## src/hdl/height_to_normal_map_unit_defines.svh

```systemverilog
// Assertion macros for the height to normal map unit.
// Used by the top level only; depends on nothing else.
`ifndef HEIGHT_TO_NORMAL_MAP_UNIT_DEFINES_SVH
`define HEIGHT_TO_NORMAL_MAP_UNIT_DEFINES_SVH
`ifndef SYNTHESIS
`define HNM_ASSERT_IMPL(lbl, clk, rstn, ante, cons) \
    lbl: assert property (@(posedge clk) disable iff (!rstn) (ante) |-> (cons)) \
        else $error("hnm assertion failed");
`define HNM_ASSERT_NEXT(lbl, clk, rstn, ante, cons) \
    lbl: assert property (@(posedge clk) disable iff (!rstn) (ante) |=> (cons)) \
        else $error("hnm assertion failed");
`else
`define HNM_ASSERT_IMPL(lbl, clk, rstn, ante, cons)
`define HNM_ASSERT_NEXT(lbl, clk, rstn, ante, cons)
`endif
`endif

```

## src/hdl/hnm_pkg.sv

```systemverilog
// Shared types, constants and helpers of the height to normal map unit.
// No dependencies.
package hnm_pkg;
    localparam int DEF_MAX_WIDTH        = 2048;
    localparam int DEF_SCALE_FRAC_BITS  = 8;
    localparam int DEF_NORMAL_FRAC_BITS = 15;
    localparam int FIFO_DEPTH           = 4;
    localparam int DX_W                 = 11;  // |gradient| <= 1020
    localparam int SCALE_W              = 16;
    localparam int IMG_W_W              = 12;
    localparam int IMG_H_W              = 16;
    localparam int CFG_IDX_W            = 8;

    localparam logic [IMG_W_W-1:0] RST_IMAGE_WIDTH  = 12'd512;
    localparam logic [IMG_H_W-1:0] RST_IMAGE_HEIGHT = 16'd512;
    localparam logic [SCALE_W-1:0] RST_SCALE        = 16'd256;

    typedef enum logic [CFG_IDX_W-1:0] {
        CFG_IMAGE_WIDTH  = 8'd0,
        CFG_IMAGE_HEIGHT = 8'd1,
        CFG_SCALE_X      = 8'd2,
        CFG_SCALE_Y      = 8'd3
    } cfg_idx_t;

    typedef enum logic {
        OP_PUSH  = 1'b0,
        OP_DRAIN = 1'b1
    } op_t;

    typedef enum logic {
        FE_IDLE,
        FE_UPDATE
    } fe_state_t;

    typedef enum logic [3:0] {
        BE_IDLE,
        BE_SCALE,
        BE_MAG,
        BE_SQX,
        BE_SUM,
        BE_ROOT,
        BE_DINIT,
        BE_DIV,
        BE_ENC,
        BE_DONE
    } be_state_t;

    typedef struct packed {
        logic signed [DX_W-1:0] dx;
        logic signed [DX_W-1:0] dy;
        logic [7:0]             alpha;
        logic                   last;
    } job_t;

    function automatic logic signed [DX_W-1:0] px_ext(input logic [7:0] v);
        px_ext = $signed({{(DX_W-8){1'b0}}, v});
    endfunction
endpackage

```

## src/hdl/hnm_fifo.sv

```systemverilog
// Short job queue between the window front end and the normal back end.
// Depends on hnm_pkg.
module hnm_fifo #(
    parameter int DEPTH = 4
) (
    input  logic          aclk,
    input  logic          aresetn,
    input  logic          push,
    input  hnm_pkg::job_t din,
    output logic          full,
    input  logic          pop,
    output hnm_pkg::job_t dout,
    output logic          empty
);
    import hnm_pkg::*;

    localparam int PW = (DEPTH > 1) ? $clog2(DEPTH) : 1;

    job_t               mem_reg [DEPTH];
    logic [PW-1:0]      wr_ptr_reg, rd_ptr_reg;
    logic [PW:0]        count_reg;

    assign full  = (count_reg == (PW+1)'(DEPTH));
    assign empty = (count_reg == '0);
    assign dout  = mem_reg[rd_ptr_reg];

    always_ff @(posedge aclk) begin
        if (push && !full) begin
            mem_reg[wr_ptr_reg] <= din;
        end
    end

    always_ff @(posedge aclk) begin
        if (!aresetn) begin
            wr_ptr_reg <= '0;
            rd_ptr_reg <= '0;
            count_reg  <= '0;
        end else begin
            if (push && !full) begin
                wr_ptr_reg <= (wr_ptr_reg == PW'(DEPTH-1)) ? '0 : wr_ptr_reg + 1'b1;
            end
            if (pop && !empty) begin
                rd_ptr_reg <= (rd_ptr_reg == PW'(DEPTH-1)) ? '0 : rd_ptr_reg + 1'b1;
            end
            count_reg <= count_reg + (PW+1)'(push && !full) - (PW+1)'(pop && !empty);
        end
    end
endmodule

```

## config.mk

```make
export PLATFORM = sky130hd
export DESIGN_NAME = hnm_fifo
export DESIGN_NICKNAME = d
export VERILOG_FILES = /design/src/hdl/height_to_normal_map_unit_defines.svh /design/src/hdl/hnm_pkg.sv /design/src/hdl/hnm_fifo.sv
export SDC_FILE = /design/constraint.sdc
export NUM_CORES = 1
export LEC_CHECK = 0
export ABC_AREA = 0
export BUFFER_PORTS_ARGS = -buffer_cell sky130_fd_sc_hd__buf_4
export CORE_UTILIZATION = 36
export DETAILED_ROUTE_END_ITERATION = 12
export PLACE_DENSITY_LB_ADDON = 0.3
export RECOVER_POWER = 100
export SETUP_SLACK_MARGIN = 0.1
export SLEW_MARGIN = 5
export SYNTH_ARGS = -nofsm -noshare
export SYNTH_HDL_FRONTEND = slang
export SYNTH_SLANG_ARGS = --single-unit
```

## constraint.sdc

```tcl
create_clock -name aclk -period 2.5 [get_ports aclk]
set_input_delay 0.5 -clock aclk [delete_from_list [all_inputs] [get_ports aclk]]
set_output_delay 0.5 -clock aclk [all_outputs]
set_load 0.1 [all_outputs]
```

# After elaboration in Yosys (flattened, before gate mapping)
# Memory sizes are Yosys's and may differ from the RTL's. A register that Yosys moved wholly into a read port is not among the register bits.
# Cells that the tools add are included.
[word_totals]
regBits = 7
latchBits = 0
ramBits = 124
mem_bits_ro = 0
inputBits = 35
output_inout_bits = 33
elab_cells = 22
memories = 1
[op_classes]
n_addsub = 4
n_mul = 0
n_div = 0
magnitude_cmp = 0
eq_ne = 3
n_shift = 0
n_mux = 6
n_bitwise = 0
reduce_logical = 5
[mem_list]
columns = ["name", "depth", "width", "read_ports", "rd_clocked_by_memory_dff", "write_ports", "line_no", "text"]
rows = [
  ["mem_reg", 4, 31, 1, 1, 1, "hnm_fifo.sv:19", "job_t mem_reg [DEPTH];"],
]
[ops]
columns = ["operator", "count"]
rows = [
  ["$mux 2", 4],
  ["$add 2x1->2 const B", 2],
  ["$eq 2x2->1 const B", 2],
  ["$add 3x1->3", 1],
  ["$eq 3x3->1 const B", 1],
  ["$logic_not 3->1", 1],
  ["$sub 3x1->3", 1],
  ["$logic_and 1x1->1", 2],
  ["$logic_not 1->1", 2],
  ["$mux 1", 2],
]

# Longest topological paths before layout
# Gate-level depths: netlist (run 1).
[depth]
word_depth = 5
mapped_depth = 11
ltp_nobuf = 10

# Worst setup path before layout (run 1)
# No wires, ideal clock.
[synth_timing]
path_kind = "register to register"
from = "register count_reg[2]"
to = "register count_reg[2]"
setup_time_ns = 0.115
t_arrival_ns = 3.059
required_time_ns = 2.385
setup_slack_ns = -0.674
path_stages_with_launch = 12
path_buffers = 1
period_less_slack_ns = 3.174
cell_sequence = "dfxtp_1 nor3b_2 nor2b_1 buf_6 inv_1 ha_1 inv_1 ha_1 fa_1 xnor2_1 xnor2_1 and2_1"
[synth_between]
elab_chain_cells = 5
elab_cells_between_ends = 8
cone_classes = "2 x add/sub; 1 x eq/ne; 5 x reduce/logical"
[synth_rtl]
columns = ["item", "line_no", "text"]
rows = [
  ["from (decl)", "hnm_fifo.sv:21", "logic [PW:0] count_reg;"],
  ["from (signal assigned)", "hnm_fifo.sv:45", "count_reg <= count_reg + (PW+1)'(push && !full) - (PW+1)'(pop && !empty);"],
  ["$eq 3x3->1", "hnm_fifo.sv:23", "assign full = (count_reg == (PW+1)'(DEPTH));"],
  ["net full", "hnm_fifo.sv:10", "output logic full,"],
  ["$logic_not 1->1", "hnm_fifo.sv:45", ""],
  ["$logic_and 1x1->1", "hnm_fifo.sv:45", ""],
  ["$add 3x1->3", "hnm_fifo.sv:45", ""],
  ["$sub 3x1->3", "hnm_fifo.sv:45", ""],
]
# The timed path passes the listed nets, and every way through them passes these cells.
# A chain may end at the register's enable or synchronous reset.

==> results of run 1 <==
## final cells by class
class | instances | area share [%]
clock inverters | 15 | 3.38
well taps | 176 | 3.52
flip-flops and latches | 133 | 62.4
multi-input cells | 66 | 15.7
repair buffers | 78 | 7.85
inverters | 7 | 0.419
clock buffers | 17 | 6.79
## report_power, final
group          leakage, uW  switching (uW)  internal, uW
combinational     0.000577            2290           745
clock             0.000301             878          1750
sequential         0.00121            81.1          2720
## synthesized netlist by cell type, drive strengths merged
master,count,area [um^2]
nor2,2,7.51
mux2i,2,20.0
o21ai,2,10.0
nor2b,1,6.26
mux4,31,702
nor3,1,5.00
nand3,2,10.0
dfxtp,9,180
o31ai,1,7.51
fa,1,20.0
and2,7,43.8
clkbuf,1,3.75
nand2,6,22.5
ha,7,87.6
edfxtp,124,3720
inv,7,26.3
nor3b,1,12.5
xnor2,2,17.5
buf,7,60.1
## layer usage
metal / GRT usage, % / vias to the layer above / share of wire [%] / wire (um)
met1: 16.6 / 1190 / 44 / 3860
met4: 6.09 / 0 / 0.88 / 76
met2: 20.4 / 62 / 49 / 4270
li1: - / 1055 / - / -
met5: 0 / - / 0 / 0
met3: 5.60 / 6 / 5.3 / 461
## worst min path at each step
| stage | start | end | depth (start not counted) |
|---|---|---|---|
| floorplan | wr_ptr_reg[1] | wr_ptr_reg[1] | 2 |
| global placement | wr_ptr_reg[1] | wr_ptr_reg[1] | 2 |
| detailed placement | wr_ptr_reg[1] | wr_ptr_reg[1] | 2 |
| CTS | din[16] | mem_reg[1][16] | 1 |
| global route | din[16] | mem_reg[3][16] | 1 |
| finish | din[15] | mem_reg[2][15] | 1 |
## logic make-up after synthesis
group / count (synthesis) / synth area share (%)
muxes: 33 / 14.5
AOI/OAI and AO/OA: 3 / 0.353
xor gates and xnor gates: 2 / 0.353
and+or+nand+nor: 20 / 2.17
buffers and inverters: 15 / 1.81
adders and majority gates: 8 / 2.17
DFF: 133 / 78.6
## worst max-delay path: stages (launching register included)
cell	delay, ns
dfxtp_2	0.35
buf_12	0.21
mux4_1	0.58
clkbuf_4	0.30
## metrics by stage
step	hold slack [ns]	setup TNS [ns]	worst slack (ns)	power, uW
after global placement	0.481	0	0.258	5960
after floorplan	0.468	-0.355	-0.230	5330
after global routing	0.332	0	0.0626	8770
after CTS	0.267	0	0.112	8650
final	0.349	0	0.144	8460
after detailed placement	0.503	0	0.154	6000
==> metrics.yaml, run 1 <==
clock-root-buffer: "clkbuf_16"
place_congestion: 0.654
finClkSkew_ns: 0.00737
cts_tree: "yes"
hold_buffers: 0
cap_violations: 0
synth-seq-cells: 133
status: "finished, final reports clean"
post_cts_resized: 0
r2r_cells: 6
grt_pass1_vias: 2457
layoutNonFillerInstCount: 492
max-vdd-ir-drop_mv: 0.661
first_pass_iters: 6
finalSetupViolCount: 0
cp.required_ns: 2.00
rsz0062_at_grt: "false"
clk_pin_slew_ns: 0.05
fp.dieH_um: 119
vias_per_cell: 4.70
crit_fanout: 19
syn_area_um2: 4970
fin_area_um2: 6260
track_usage_pct: 13.4
start_util_pct: 37.2
clock_sinks: 133
drive_gt1_share_pct: 35.1
cts_buffers: 17
drtIter0Drc: 134
power_density_nw_per_um2: 1350
worstSetupEndpointType: "output pin"
wirelength_um: 8660
multi_input_area_um2: 981
tightest_slew_ns: 0.772
netlist_instances: 214
gr-total-overflow: 0
reg2reg_slack_ns: 0.22
io_buffers: 67
finish.utilization_pct: 46.9
synth_cell_types: 21
antenna_found_initial: 0
clk_path_buf_depth: 2
syn_nets: 257
io_pins: 68
drc_errors: 0
post-route-period-util_pct: 94.2
ff_latch_area_um2: 3910
synth_area_per_cell_um2: 23.2
dieArea_um2: 14300
ys.warnings.count: 0
largest_reg_flops: 124
coreArea_um2: 13300
postCtsSetupBuffers: 0
clk_latency_ns: 0.41
hold_class: "in2reg"
crit_path_end: "dout[19]"
hold_viol: 0
grt_max_degree: 22
drt.antenna.violating_nets: 0
dieWidth_um: 119
max_freq_mhz: 425
num_vias: 2313
r2r-start: "count_reg[1]"
antenna_cells: 0
ys_seq_area_share_pct: 78.6
area_delta_synth_final_pct: 26.1
final_nets: 346
crit_arrival_ns: 1.86
drv_slew: 0
place_inst: 460
row_count: 42
p_leak_uw: 0.00209
worstReg2RegEnd: "mem_reg[2][5]"
layout.cells.most_common_list: "edfxtp_1 (124), clkbuf_1 (34), mux4_2 (30), clkbuf_4 (30), clkbuf_16 (17)"
fill_cells: 1161
criticalPathCategory: "reg2out"
dpl.hpwl_um: 5210
post_drt_wl_per_cell_um: 17.6
final_common_cell: "edfxtp_1"
grt_first_pass_wirelength_um: 13400
worstSetupStartpointType: "register"
dpl_cell_area_um2: 5780
min_period_ns: 2.36
ctsHtreeMaxLevel: 4
slew_headroom_pct: 48.6
Note: power is estimated with default switching activity, not from simulation.
==> run 2: changes to the inputs <==
- CELL_PAD_IN_SITES_DETAIL_PLACEMENT: not set -> 1
- CELL_PAD_IN_SITES_GLOBAL_PLACEMENT: not set -> 2
- clock period: 2.5 -> 2.6 ns (I/O delays scaled with it)
==> metrics.yaml, run 2 (synthesis gave the netlist of run 1 again) <==
p_leak_uw: 0.00209  # about the same
path_cells: "buf_4 > mux4_2 > clkbuf_2"  # was buf_12 > mux4_1 > clkbuf_4
whs_endpoint: "mem_reg[2][1]"  # was mem_reg[2][15]
dieArea_um2: 14300  # unchanged
layout.cells.most_common_list: "edfxtp_1 (124), clkbuf_1 (35), mux4_2 (30)"  # was edfxtp_1 (124), clkbuf_1 (34), mux4_2 (30), clkbuf_4 (30), clkbuf_16 (17)
finClkSkew_ns: 0.00394  # was 0.00737 ns
clock-root-buffer: "clkbuf_16"  # unchanged
start_util_pct: 37.2  # unchanged
cts_buffers: 17  # unchanged
area_delta_synth_final_pct: 24.5  # was 26.1%
io_pins: 68  # unchanged
use_met2_pct: 24.4  # was 20.4%
antenna_cells: 0  # unchanged
first_pass_iters: 4  # was 6
cp.required_ns: 2.08  # was 2.00 ns
clk_pin_slew_ns: 0.06  # was 0.05 ns
clock_sinks: 133  # unchanged
tightest_slew_ns: 0.763  # was 0.772 ns
worstReg2RegEnd: "count_reg[2]"  # was mem_reg[2][5]
grt_first_pass_wirelength_um: 15000  # was 13400 um
reg2reg_slack_ns: 0.23  # was 0.22 ns
clk_latency_ns: 0.41  # about the same
max_freq_mhz: 414
antenna_found_initial: 0  # unchanged
grt.busiest_layer: "met2"  # unchanged
drv_slew: 0  # unchanged
cts_tree: "yes"  # unchanged
drc_errors: 0  # unchanged
cap_violations: 0  # unchanged
coreArea_um2: 13300  # unchanged
fin_ws_ns: 0.187  # was 0.144 ns
ctsHtreeMaxLevel: 4  # unchanged
p_total_uw: 8000  # was 8460 uW
place_congestion: 0.670  # was 0.654
dieWidth_um: 119  # unchanged
post_drt_wl_per_cell_um: 19.2  # was 17.6 um
vias_per_cell: 4.74  # was 4.70
io_buffers: 67  # unchanged
fp.dieH_um: 119  # unchanged
met1_usage_pct: 17.4  # was 16.6%
post-route-period-util_pct: 92.8
fill_cells: 1264  # was 1161
status: "finished, final reports clean"  # unchanged
final_nets: 349  # was 346
min-delay-start: "din[1]"  # was din[15]
place_ws_ns: 0.222  # was 0.154 ns
drtIter0Drc: 162  # was 134
hold_viol: 0  # unchanged
slew_headroom_pct: 49.1  # was 48.6%
criticalPathCategory: "reg2out"  # unchanged
grt_max_degree: 21  # was 22
wirelength_um: 9530  # was 8660 um
num_vias: 2345  # was 2313
dpl.hpwl_um: 6120  # was 5210 um
rsz0062_at_grt: "false"  # unchanged
drt.antenna.violating_nets: 0  # unchanged
crit_arrival_ns: 1.89  # was 1.86 ns
whs_path_depth: 1  # unchanged
r2r_cells: 9  # was 6
hold_class: "in2reg"  # unchanged
crit_buf_inv: 2  # unchanged
largest_reg_flops: 124  # unchanged
crit_family: "buffers and inverters"  # was multiplexers
drive_gt1_share_pct: 35.1  # about the same
row_count: 42  # unchanged
finalSetupViolCount: 0  # unchanged
met3_usage_pct: 5.65  # was 5.60%
crit_path_max_incr_delay_ns: 0.51  # was 0.58 ns
max-vdd-ir-drop_mv: 0.483  # was 0.661 mV
r2r-start: "count_reg[1]"  # unchanged
final_common_cell: "edfxtp_1"  # unchanged
critPathSlowestCell: "mux4_2"  # was mux4_1
worstSetupStartpointType: "register"  # unchanged
crit_fanout: 7  # was 19
min_period_ns: 2.41
gr-total-overflow: 0  # unchanged
track_usage_pct: 14.8  # was 13.4%
clk_path_buf_depth: 2  # unchanged
grt_pass1_vias: 2676  # was 2457
power_density_nw_per_um2: 1290  # was 1350 nW/um^2
worstSetupEndpointType: "output pin"  # unchanged
hold_ws_ns: 0.368  # was 0.349 ns
==> run 2: where the power goes <==
part | switching [uW] | total, uW | leakage [uW] | internal, uW
clock network | 842 | 2430 | 0.000294 | 1590
registers | 110 | 2720 | 0.00121 | 2610
logic | 2180 | 2850 | 0.000585 | 670
total | 3130 | 8000 | 0.00209 | 4870
==> run 2: worst max path at each step <==
stage	to	depth (start not counted)	slack (ns)	from
CTS	count_reg[2]	9	0.22	count_reg[1]
finish	dout[27]	3	0.19	register
detailed placement	count_reg[2]	9	0.22	count_reg[1]
global placement	count_reg[2]	9	0.32	count_reg[1]
global route	count_reg[2]	9	0.09	count_reg[1]
floorplan	count_reg[2]	11	-0.13	count_reg[2]
==> run 2: what timing repair did <==
action                                  CTS  global route
hold buffers                              0             0
endpoints found under the setup margin   23             1
buffers inserted                          2             0
gates resized for setup                   1             1
==> run 2: per-layer routing <==
| metal | wire length [um] | share of wire (%) | up-vias |
|---|---|---|---|
| met5 | 0 | 0 | - |
| met4 | 107 | 1.1 | 0 |
| met3 | 551 | 5.8 | 10 |
| met2 | 4860 | 51 | 58 |
| met1 | 4010 | 42 | 1214 |
| li1 | - | - | 1063 |
==> run 2: layout make-up <==
cell class	count	area [um^2]	share of cell area, %
multi-input combinational	66	976	15.8
sequential	133	3910	63.2
inverter	7	26.3	0.425
clock buffer	20	437	7.06
timing repair buffer	81	455	7.36
clock inverter	12	160	2.59
tap	176	220	3.56
==> run 2: worst register-to-register path, cell delays in order (launching register included) <==
cell and delay (ns):
dfxtp_1 0.33, o31ai_1 0.54, inv_1 0.10, ha_1 0.30, inv_1 0.04, ha_1 0.18
fa_1 0.37, xnor2_1 0.15, xnor2_1 0.12, and2_1 0.14
==> run 2: through the flow <==
stage                     cell area (um^2)  setup TNS (ns)  utilization [%]  std cells
after floorplan                       4980          -0.155                -        214
after global placement                5780               0             43.3        461
after detailed placement              5780               0             43.3        461
after CTS                             6390               0             47.9        495
after global routing                  6180               0             46.3        495
final                                 6180               0             46.3        495
